$ cat config.mk
export PLATFORM = sky130hd
export DESIGN_NAME = stepper_trapezoid_step_generator
export DESIGN_NICKNAME = d
export VERILOG_FILES = /design/src/hw/rtl/stg_pkg.sv /design/src/hw/rtl/stepper_trapezoid_step_generator.sv
export SDC_FILE = /design/constraint.sdc
export NUM_CORES = 2
export LEC_CHECK = 0
export ABC_AREA = 0
export CAP_MARGIN = 15
export CORE_MARGIN = 10
export CORE_UTILIZATION = 59
export CTS_CLUSTER_SIZE = 14
export DETAILED_ROUTE_END_ITERATION = 10
export DONT_BUFFER_PORTS = 1
export PLACE_DENSITY = 0.77
export RECOVER_POWER = 50
export SLEW_MARGIN = 20
export SYNTH_ARGS = -nofsm -noshare
export SYNTH_HDL_FRONTEND = slang
export SYNTH_SLANG_ARGS = --single-unit
$ cat constraint.sdc
create_clock -name clk -period 13.3 [get_ports clk]
set_clock_uncertainty 0.15 [all_clocks]
set_input_delay 3.99 -clock clk [delete_from_list [all_inputs] [get_ports clk]]
set_output_delay 3.99 -clock clk [all_outputs]
set_load 0.02 [all_outputs]
$ cat src/hw/rtl/stg_pkg.sv
// Shared types and constants for the trapezoidal stepper step generator.
package stg_pkg;

  typedef enum logic [1:0] {
    ACT_TICK   = 2'd0,
    ACT_MOVE   = 2'd1,
    ACT_SETPOS = 2'd2
  } action_t;

  typedef enum logic [1:0] {
    ST_OK       = 2'd0,
    ST_BUSY     = 2'd1,
    ST_BAD_RAMP = 2'd2
  } status_t;

  localparam logic [1:0] CFG_START_PERIOD    = 2'd0;
  localparam logic [1:0] CFG_MIN_PERIOD      = 2'd1;
  localparam logic [1:0] CFG_ACCEL_COUNT     = 2'd2;
  localparam logic [1:0] CFG_PULSE_HIGH_TIME = 2'd3;

  localparam int unsigned CFG_IDX_W = 32;
  localparam int unsigned CFG_DATA_W = 16;

  localparam logic [15:0] RST_START_PERIOD    = 16'd500;
  localparam logic [15:0] RST_MIN_PERIOD      = 16'd100;
  localparam logic [7:0]  RST_ACCEL_COUNT     = 8'd1;
  localparam logic [7:0]  RST_PULSE_HIGH_TIME = 8'd2;
  localparam logic [23:0] RST_RAMP            = 24'd401;

  localparam logic [15:0] PERIOD_MAX = 16'hFFFF;
  localparam logic [7:0]  RAMP_CNT_MAX = 8'hFF;

endpackage

$ cat src/hw/rtl/stepper_trapezoid_step_generator.sv
// Top level of the single-axis trapezoidal stepper step generator.
// An accepted input transaction's result is registered and offered in the next cycle.
// Throughput: one transaction per cycle with out_ready high; any action is one register pass.
// The output register frees while it is taken, so input stays ready under a steady drain.
// The ramp length is recomputed when a ramp register is written, ready for the next move.
// Reset (synchronous, rst_n low) clears all motion state and loads the default registers.
module stepper_trapezoid_step_generator
  import stg_pkg::*;
(
  input  logic                 clk,
  input  logic                 rst_n,
  input  logic                 cfg_wr_en,
  input  logic [CFG_IDX_W-1:0] cfg_index,
  input  logic [CFG_DATA_W-1:0] cfg_wdata,
  input  logic                 in_valid,
  output logic                 in_ready,
  input  logic [1:0]           in_action,
  input  logic signed [31:0]   in_target_position,
  output logic                 out_valid,
  input  logic                 out_ready,
  output logic                 out_step_out,
  output logic                 out_dir_out,
  output logic                 out_enable_out,
  output logic                 out_moving,
  output logic signed [31:0]   out_position,
  output logic [1:0]           out_status
);

  logic [15:0] start_period_r, start_period_nxt;
  logic [15:0] min_period_r, min_period_nxt;
  logic [7:0]  accel_count_r, accel_count_nxt;
  logic [7:0]  pulse_high_r, pulse_high_nxt;
  logic [23:0] ramp_r, ramp_nxt;
  logic [7:0]  eff_nxt;
  logic [15:0] diff_nxt;

  always_comb begin
    start_period_nxt = start_period_r;
    min_period_nxt   = min_period_r;
    accel_count_nxt  = accel_count_r;
    pulse_high_nxt   = pulse_high_r;
    if (cfg_wr_en) begin
      if (cfg_index == CFG_IDX_W'(CFG_START_PERIOD)) start_period_nxt = cfg_wdata;
      if (cfg_index == CFG_IDX_W'(CFG_MIN_PERIOD)) min_period_nxt = cfg_wdata;
      if (cfg_index == CFG_IDX_W'(CFG_ACCEL_COUNT)) accel_count_nxt = cfg_wdata[7:0];
      if (cfg_index == CFG_IDX_W'(CFG_PULSE_HIGH_TIME)) pulse_high_nxt = cfg_wdata[7:0];
    end
    eff_nxt  = (accel_count_nxt == 8'd0) ? 8'd1 : accel_count_nxt;
    diff_nxt = start_period_nxt - min_period_nxt;
    ramp_nxt = 24'(diff_nxt * eff_nxt) + 24'd1;
  end

  always_ff @(posedge clk) begin
    if (!rst_n) begin
      start_period_r <= RST_START_PERIOD;
      min_period_r   <= RST_MIN_PERIOD;
      accel_count_r  <= RST_ACCEL_COUNT;
      pulse_high_r   <= RST_PULSE_HIGH_TIME;
      ramp_r         <= RST_RAMP;
    end else if (cfg_wr_en) begin
      start_period_r <= start_period_nxt;
      min_period_r   <= min_period_nxt;
      accel_count_r  <= accel_count_nxt;
      pulse_high_r   <= pulse_high_nxt;
      ramp_r         <= ramp_nxt;
    end
  end

  logic [31:0] position_r, position_nxt;
  logic [31:0] target_r, target_nxt;
  logic [31:0] accel_end_r, accel_end_nxt;
  logic [31:0] decel_start_r, decel_start_nxt;
  logic [31:0] last_high_r, last_high_nxt;
  logic [31:0] next_high_r, next_high_nxt;
  logic [31:0] next_low_r, next_low_nxt;
  logic [31:0] clock_us_r, clock_us_nxt;
  logic [15:0] period_r, period_nxt;
  logic [7:0]  ramp_cnt_r, ramp_cnt_nxt;
  logic        reverse_r, reverse_nxt;
  logic        step_high_r, step_high_nxt;
  logic        active_r, active_nxt;
  status_t     status_nxt;

  logic        out_valid_r;
  logic        step_out_r, dir_out_r, enable_out_r, moving_r;
  logic [31:0] position_out_r;
  status_t     status_r;

  logic        accept;
  logic [7:0]  eff_accel;
  logic [31:0] tgt_u;
  logic        rev_mv;
  logic [31:0] steps;
  logic [31:0] half;
  logic [31:0] span;
  logic        span_short;
  logic [31:0] pos_step;
  logic        fall;
  logic        ramp_up;
  logic        ramp_down;
  logic [7:0]  cnt_inc;

  assign in_ready  = !out_valid_r || out_ready;
  assign accept    = in_valid && in_ready;
  assign eff_accel = (accel_count_r == 8'd0) ? 8'd1 : accel_count_r;
  assign tgt_u     = in_target_position;

  always_comb begin
    position_nxt    = position_r;
    target_nxt      = target_r;
    accel_end_nxt   = accel_end_r;
    decel_start_nxt = decel_start_r;
    last_high_nxt   = last_high_r;
    next_high_nxt   = next_high_r;
    next_low_nxt    = next_low_r;
    clock_us_nxt    = clock_us_r;
    period_nxt      = period_r;
    ramp_cnt_nxt    = ramp_cnt_r;
    reverse_nxt     = reverse_r;
    step_high_nxt   = step_high_r;
    active_nxt      = active_r;
    status_nxt      = ST_OK;

    rev_mv     = $signed(tgt_u) < $signed(position_r);
    steps      = rev_mv ? (position_r - tgt_u) : (tgt_u - position_r);
    half       = {1'b0, steps[31:1]};
    span_short = steps < {7'd0, ramp_r, 1'b0};
    span       = span_short ? half : {8'd0, ramp_r};

    pos_step  = reverse_r ? (position_r - 32'd1) : (position_r + 32'd1);
    fall      = 1'b0;
    ramp_up   = 1'b0;
    ramp_down = 1'b0;
    cnt_inc   = (ramp_cnt_r < RAMP_CNT_MAX) ? (ramp_cnt_r + 8'd1) : ramp_cnt_r;

    unique case (in_action)
      ACT_TICK: begin
        clock_us_nxt = clock_us_r + 32'd1;
        if (active_r) begin
          if (position_r == target_r) begin
            active_nxt    = 1'b0;
            step_high_nxt = 1'b0;
          end else begin
            fall = step_high_r && (next_low_r <= clock_us_nxt);
            if (fall) begin
              step_high_nxt = 1'b0;
              position_nxt  = pos_step;
              ramp_cnt_nxt  = cnt_inc;
              if (!reverse_r) begin
                ramp_up   = $signed(pos_step) < $signed(accel_end_r);
                ramp_down = !ramp_up && ($signed(decel_start_r) < $signed(pos_step));
              end else begin
                ramp_up   = $signed(accel_end_r) < $signed(pos_step);
                ramp_down = !ramp_up && ($signed(pos_step) < $signed(decel_start_r));
              end
              if ((ramp_up || ramp_down) && (cnt_inc >= eff_accel)) begin
                ramp_cnt_nxt = 8'd0;
                if (ramp_up) begin
                  if (period_r > min_period_r) period_nxt = period_r - 16'd1;
                end else begin
                  if (period_r < PERIOD_MAX) period_nxt = period_r + 16'd1;
                end
              end
              next_high_nxt = last_high_r + {16'd0, period_nxt};
              next_low_nxt  = next_high_nxt + {24'd0, pulse_high_r};
            end
            if (!step_high_nxt && (position_nxt != target_r) &&
                (next_high_nxt <= clock_us_nxt)) begin
              step_high_nxt = 1'b1;
              last_high_nxt = clock_us_nxt;
            end
          end
        end
      end
      ACT_MOVE: begin
        if (active_r) begin
          status_nxt = ST_BUSY;
        end else if (tgt_u == position_r) begin
          target_nxt = tgt_u;
        end else if (start_period_r < min_period_r) begin
          status_nxt = ST_BAD_RAMP;
        end else begin
          if (!rev_mv) begin
            accel_end_nxt   = position_r + span;
            decel_start_nxt = span_short ? (tgt_u - span + 32'd1) : (tgt_u - span);
          end else begin
            accel_end_nxt   = position_r - span;
            decel_start_nxt = span_short ? (tgt_u + span - 32'd1) : (tgt_u + span);
          end
          target_nxt    = tgt_u;
          reverse_nxt   = rev_mv;
          period_nxt    = start_period_r;
          ramp_cnt_nxt  = 8'd0;
          next_high_nxt = 32'd0;
          next_low_nxt  = {24'd0, pulse_high_r};
          last_high_nxt = 32'd0;
          step_high_nxt = 1'b0;
          clock_us_nxt  = 32'd0;
          active_nxt    = 1'b1;
        end
      end
      ACT_SETPOS: begin
        if (active_r) begin
          status_nxt = ST_BUSY;
        end else begin
          position_nxt = tgt_u;
          target_nxt   = tgt_u;
        end
      end
      default: begin
      end
    endcase
  end

  always_ff @(posedge clk) begin
    if (!rst_n) begin
      position_r    <= '0;
      target_r      <= '0;
      accel_end_r   <= '0;
      decel_start_r <= '0;
      last_high_r   <= '0;
      next_high_r   <= '0;
      next_low_r    <= '0;
      clock_us_r    <= '0;
      period_r      <= '0;
      ramp_cnt_r    <= '0;
      reverse_r     <= 1'b0;
      step_high_r   <= 1'b0;
      active_r      <= 1'b0;
    end else if (accept) begin
      position_r    <= position_nxt;
      target_r      <= target_nxt;
      accel_end_r   <= accel_end_nxt;
      decel_start_r <= decel_start_nxt;
      last_high_r   <= last_high_nxt;
      next_high_r   <= next_high_nxt;
      next_low_r    <= next_low_nxt;
      clock_us_r    <= clock_us_nxt;
      period_r      <= period_nxt;
      ramp_cnt_r    <= ramp_cnt_nxt;
      reverse_r     <= reverse_nxt;
      step_high_r   <= step_high_nxt;
      active_r      <= active_nxt;
    end
  end

  always_ff @(posedge clk) begin
    if (!rst_n) begin
      out_valid_r <= 1'b0;
    end else if (accept) begin
      out_valid_r <= 1'b1;
    end else if (out_ready) begin
      out_valid_r <= 1'b0;
    end
  end

  always_ff @(posedge clk) begin
    if (accept) begin
      step_out_r     <= step_high_nxt;
      dir_out_r      <= reverse_nxt;
      enable_out_r   <= active_nxt;
      moving_r       <= position_nxt != target_nxt;
      position_out_r <= position_nxt;
      status_r       <= status_nxt;
    end
  end

  assign out_valid      = out_valid_r;
  assign out_step_out   = step_out_r;
  assign out_dir_out    = dir_out_r;
  assign out_enable_out = enable_out_r;
  assign out_moving     = moving_r;
  assign out_position   = position_out_r;
  assign out_status     = status_r;

  a_step_needs_active: assert property (@(posedge clk) disable iff (!rst_n)
    step_high_r |-> active_r)
    else $error("step output high without an active move");

  a_busy_move: assert property (@(posedge clk) disable iff (!rst_n)
    accept && (in_action == ACT_MOVE) && active_r |=> (out_status == ST_BUSY) && out_valid)
    else $error("move during an active move not rejected as busy");

  a_tick_clock: assert property (@(posedge clk) disable iff (!rst_n)
    accept && (in_action == ACT_TICK) |=> clock_us_r == $past(clock_us_r) + 32'd1)
    else $error("tick did not advance the microsecond clock");

  a_move_ends: assert property (@(posedge clk) disable iff (!rst_n)
    accept && (in_action == ACT_TICK) && active_r && (position_r == target_r)
    |=> !active_r && !out_enable_out)
    else $error("move did not end on the tick after reaching the target");

endmodule
==> impl_metrics.toml <==
[status]
status = "finished with violations"
violations = "max-capacitance violations, max-slew violations"

[die]
die_area_mm2 = 0.0817
start_util_pct = 59.5
coreArea_mm2 = 0.0700
num_rows = 97
io_pins = 127
die_h_um = 286
fp.dieW_um = 286

[clocking]
cts_tree = "done"
path_clk_slew_ns = 0.06
root_buffer = "clkbuf_16"
post_cts.repair.setup_buffers = 0
cts_max_level = 2
clock_latency_ns = 0.64
numCtsBuffers = 46
clk_path_buf_depth = 3
cts.sinks = 394

[grt]
grt_max_degree = 138
grt_pass1_vias = 39500
grt_usage_pct = 36.0
antenna_found_initial = 3
grt_pass1_wl_um = 233000
grt_overflow = 0

[critical_path]
critPathArrivalTime_ns = 13.16
startpoint = "in_target_position[15]"
endpoint_kind = "flop"
reg2reg_depth = 55
cp_slowest_cell = "or4_1"
reg2reg_slack_ns = 0.74
crit_required_ns = 13.64
cp_slowest_stage_delay_ns = 0.49
r2r-start = "reverse_r"
path_class = "input port to flop"
cp-start-kind = "input port"
crit_top_cell = "buf_4"
worstReg2RegEnd = "last_high_r[5]"
cp_max_fo = 11

[place]
placed_area_mm2 = 0.0453
gp_congestion = 1.06
port_buffers = 0
dp_hpwl_um = 121000
pre_cts_slack_ns = -0.372
placedCellCount = 6555

[yosys]
yosys.area_share.simple_pct = 20.2
synthCells = 5420
synthAdderAreaFrac_pct = 18.7
synthXorXnorAreaFrac_pct = 9.04
yosys_warnings = 0
syn_area_mm2 = 0.0417
synth_compound_area_share_pct = 22.7
synth_top_family_by_area = "compound AO/OA/AOI/OAI gates"
syn_avg_cell_area_um2 = 7.69
muxShareOfSynthArea_pct = 3.04
synthArstFlopShare_pct = 0
seq_area_frac_synth_pct = 19.8
yosys.cell_types.count = 112
synthFlopType = "dfxtp_1"
synth-edff-count = 38
ys_ff_latch = 394

[power]
power_density_mw_per_mm2 = 89.4
pwr-share-seq_pct = 30.8
swShare_pct = 36.5
ir_drop_mv = 0.110
clock_power_share_pct = 32.7
power.internal_mw = 2.67
pwr-share-comb_pct = 36.5
p_sw_mw = 1.54
leakage_nw = 20.1

[finish]
final_cell_area_mm2 = 0.0470
final_cells = 6642
nNetsFinal = 6316
area.growth.synth_to_final_pct = 12.7
drive_gt1_share_pct = 10.9

[sta]
period_share_pct = 96.4
worst_slew_pin_slew_ns = 3.73
rsz0062_at_grt = "no"
tns_ns = 0
max_clock_freq_mhz = 78.0
hold_violations = 0
setup_slack_ns = 0.481
setup_viol = 0
slew_headroom_pct = -152
hold_ws_ns = 0.303
drv_slew = 230
period_minus_slack_ns = 12.82

[detailed_routing]
wirelength_um = 153000
detail_route.vias_per_cell = 6.31
dr.pass1.iters = 7
vias = 41900
ant_nets = 0
wl_per_cell_um = 23.0
drcViolationCount = 0
drt_iter0_drc = 4277

[worst_hold_path]
hold_path_depth = 2
min_from = "decel_start_r[13]"
holdCritPathClass = "flop to flop"
min_to = "decel_start_r[13]"

[job]
maxCapViolations = 6
[worst max path at each step]
stage	to	slack, ns	cells after the start
after detailed placement	accel_end_r[28]	-0.37	49
after floorplan	decel_start_r[29]	0.07	48
after CTS	decel_start_r[31]	0.16	46
after global routing	last_high_r[5]	0.02	56
after global placement	accel_end_r[28]	-0.15	46
final	decel_start_r[29]	0.48	47
[registers in the layout (all words and copies together) (netlist names), 16 cells and up]
signal,flops
position_r,32
min_period_r,16
start_period_r,16
accel_end_r,32
last_high_r,32
out_position,32
clock_us_r,32
ramp_r,24
next_high_r,32
target_r,32
period_r,16
next_low_r,32
decel_start_r,32
[placed cells by master, fill, tap and decap left out, drive strengths merged, types with 93 or more instances in the layout]
cell type / n
xor2: 127
mux2i: 104
nor2: 568
nand2: 458
nor3: 106
buf: 420
a21o: 125
a21oi: 412
o21ai: 266
nand3: 166
a22oi: 112
ha: 473
xnor2: 293
inv: 444
fa: 93
a211oi: 98
dfxtp: 356
[timing repair]
item	CTS	global route
hold endpoints to repair	0	0
gates resized for setup	0	32
hold buffers	0	0
setup endpoints to repair	0	55
[area by class of cell]
| type | instances | area, um^2 |
|---|---|---|
| Fill cell | 6101 | 23000 |
| Clock inverter | 18 | 322 |
| Tap cell | 940 | 1180 |
| Antenna cell | 2 | 5.00 |
| Sequential cell | 394 | 8270 |
| Inverter | 446 | 1680 |
| Timing Repair Buffer | 435 | 3250 |
| Clock buffer | 67 | 1310 |
| Multi-Input combinational cell | 4340 | 31000 |
[synthesized netlist by cell type (all sizes together) (38+ instances only)]
master / n / share of area, %
o21ai: 266 / 3.2
fa: 93 / 4.5
buf: 66 / 0.82
dfxtp: 356 / 17
nand2: 458 / 4.1
clkbuf: 186 / 1.7
nand3: 166 / 2.0
o21a: 57 / 1.0
nand2b: 55 / 0.83
mux2i: 104 / 2.5
o21bai: 48 / 0.86
a21oi: 412 / 5.0
nor3: 106 / 1.3
nor2b: 63 / 0.95
and3: 38 / 0.57
a211oi: 98 / 1.8
inv: 444 / 4.0
nor2: 568 / 5.1
a21o: 125 / 2.3
xor2: 127 / 2.7
or2: 38 / 0.58
edfxtp: 38 / 2.7
nor4: 46 / 0.78
a22oi: 112 / 2.0
and2: 43 / 0.65
xnor2: 293 / 6.2
ha: 473 / 14
nand4: 81 / 1.2
[stage by stage]
step / power, mW / util (%)
6_report: 4.20 / 67.1
5_1_grt: 4.37 / 67.1
4_1_cts: 4.16 / 67.0
3_5_place_dp: 2.79 / 64.6
3_3_place_gp: 2.78 / 64.6
2_1_floorplan: 2.25 / -
[kinds of logic after synthesis]
logic type	count (synthesis)
AOI/OAI and AO/OA	1440
xor gates and xnor gates	424
adders and majority gates	566
buffers and inverters	698
DFF	394
muxes	124
other	2
and+or+nand+nor	1772
[routing by layer]
| metal | vias to the layer above | GRT usage [%] | wire length [um] |
|---|---|---|---|
| met5 | - | 0 | 27 |
| li1 | 19700 | - | - |
| met1 | 19600 | 45.3 | 60400 |
| met4 | 4 | 20.0 | 10100 |
| met2 | 2133 | 57.5 | 67500 |
| met3 | 473 | 6.79 | 14900 |
[critical path, delay by kind of cell]
family          cells  cell delay (ns)
simple gates       15             2.81
fa+ha+maj           3             0.85
compound gates     15             3.36
buf+inv            11             1.52
mux                 1             0.34
xor+xnor            2             0.28
[power groups by stage]
stage	registers [mW]	clock network (mW)	logic, mW
floorplan	1.30	0	0.942
global placement	1.32	0	1.47
detailed placement	1.32	0	1.48
CTS	1.29	1.38	1.49
global route	1.29	1.43	1.65
finish	1.29	1.38	1.53
Power figures use the tool's default switching activity.
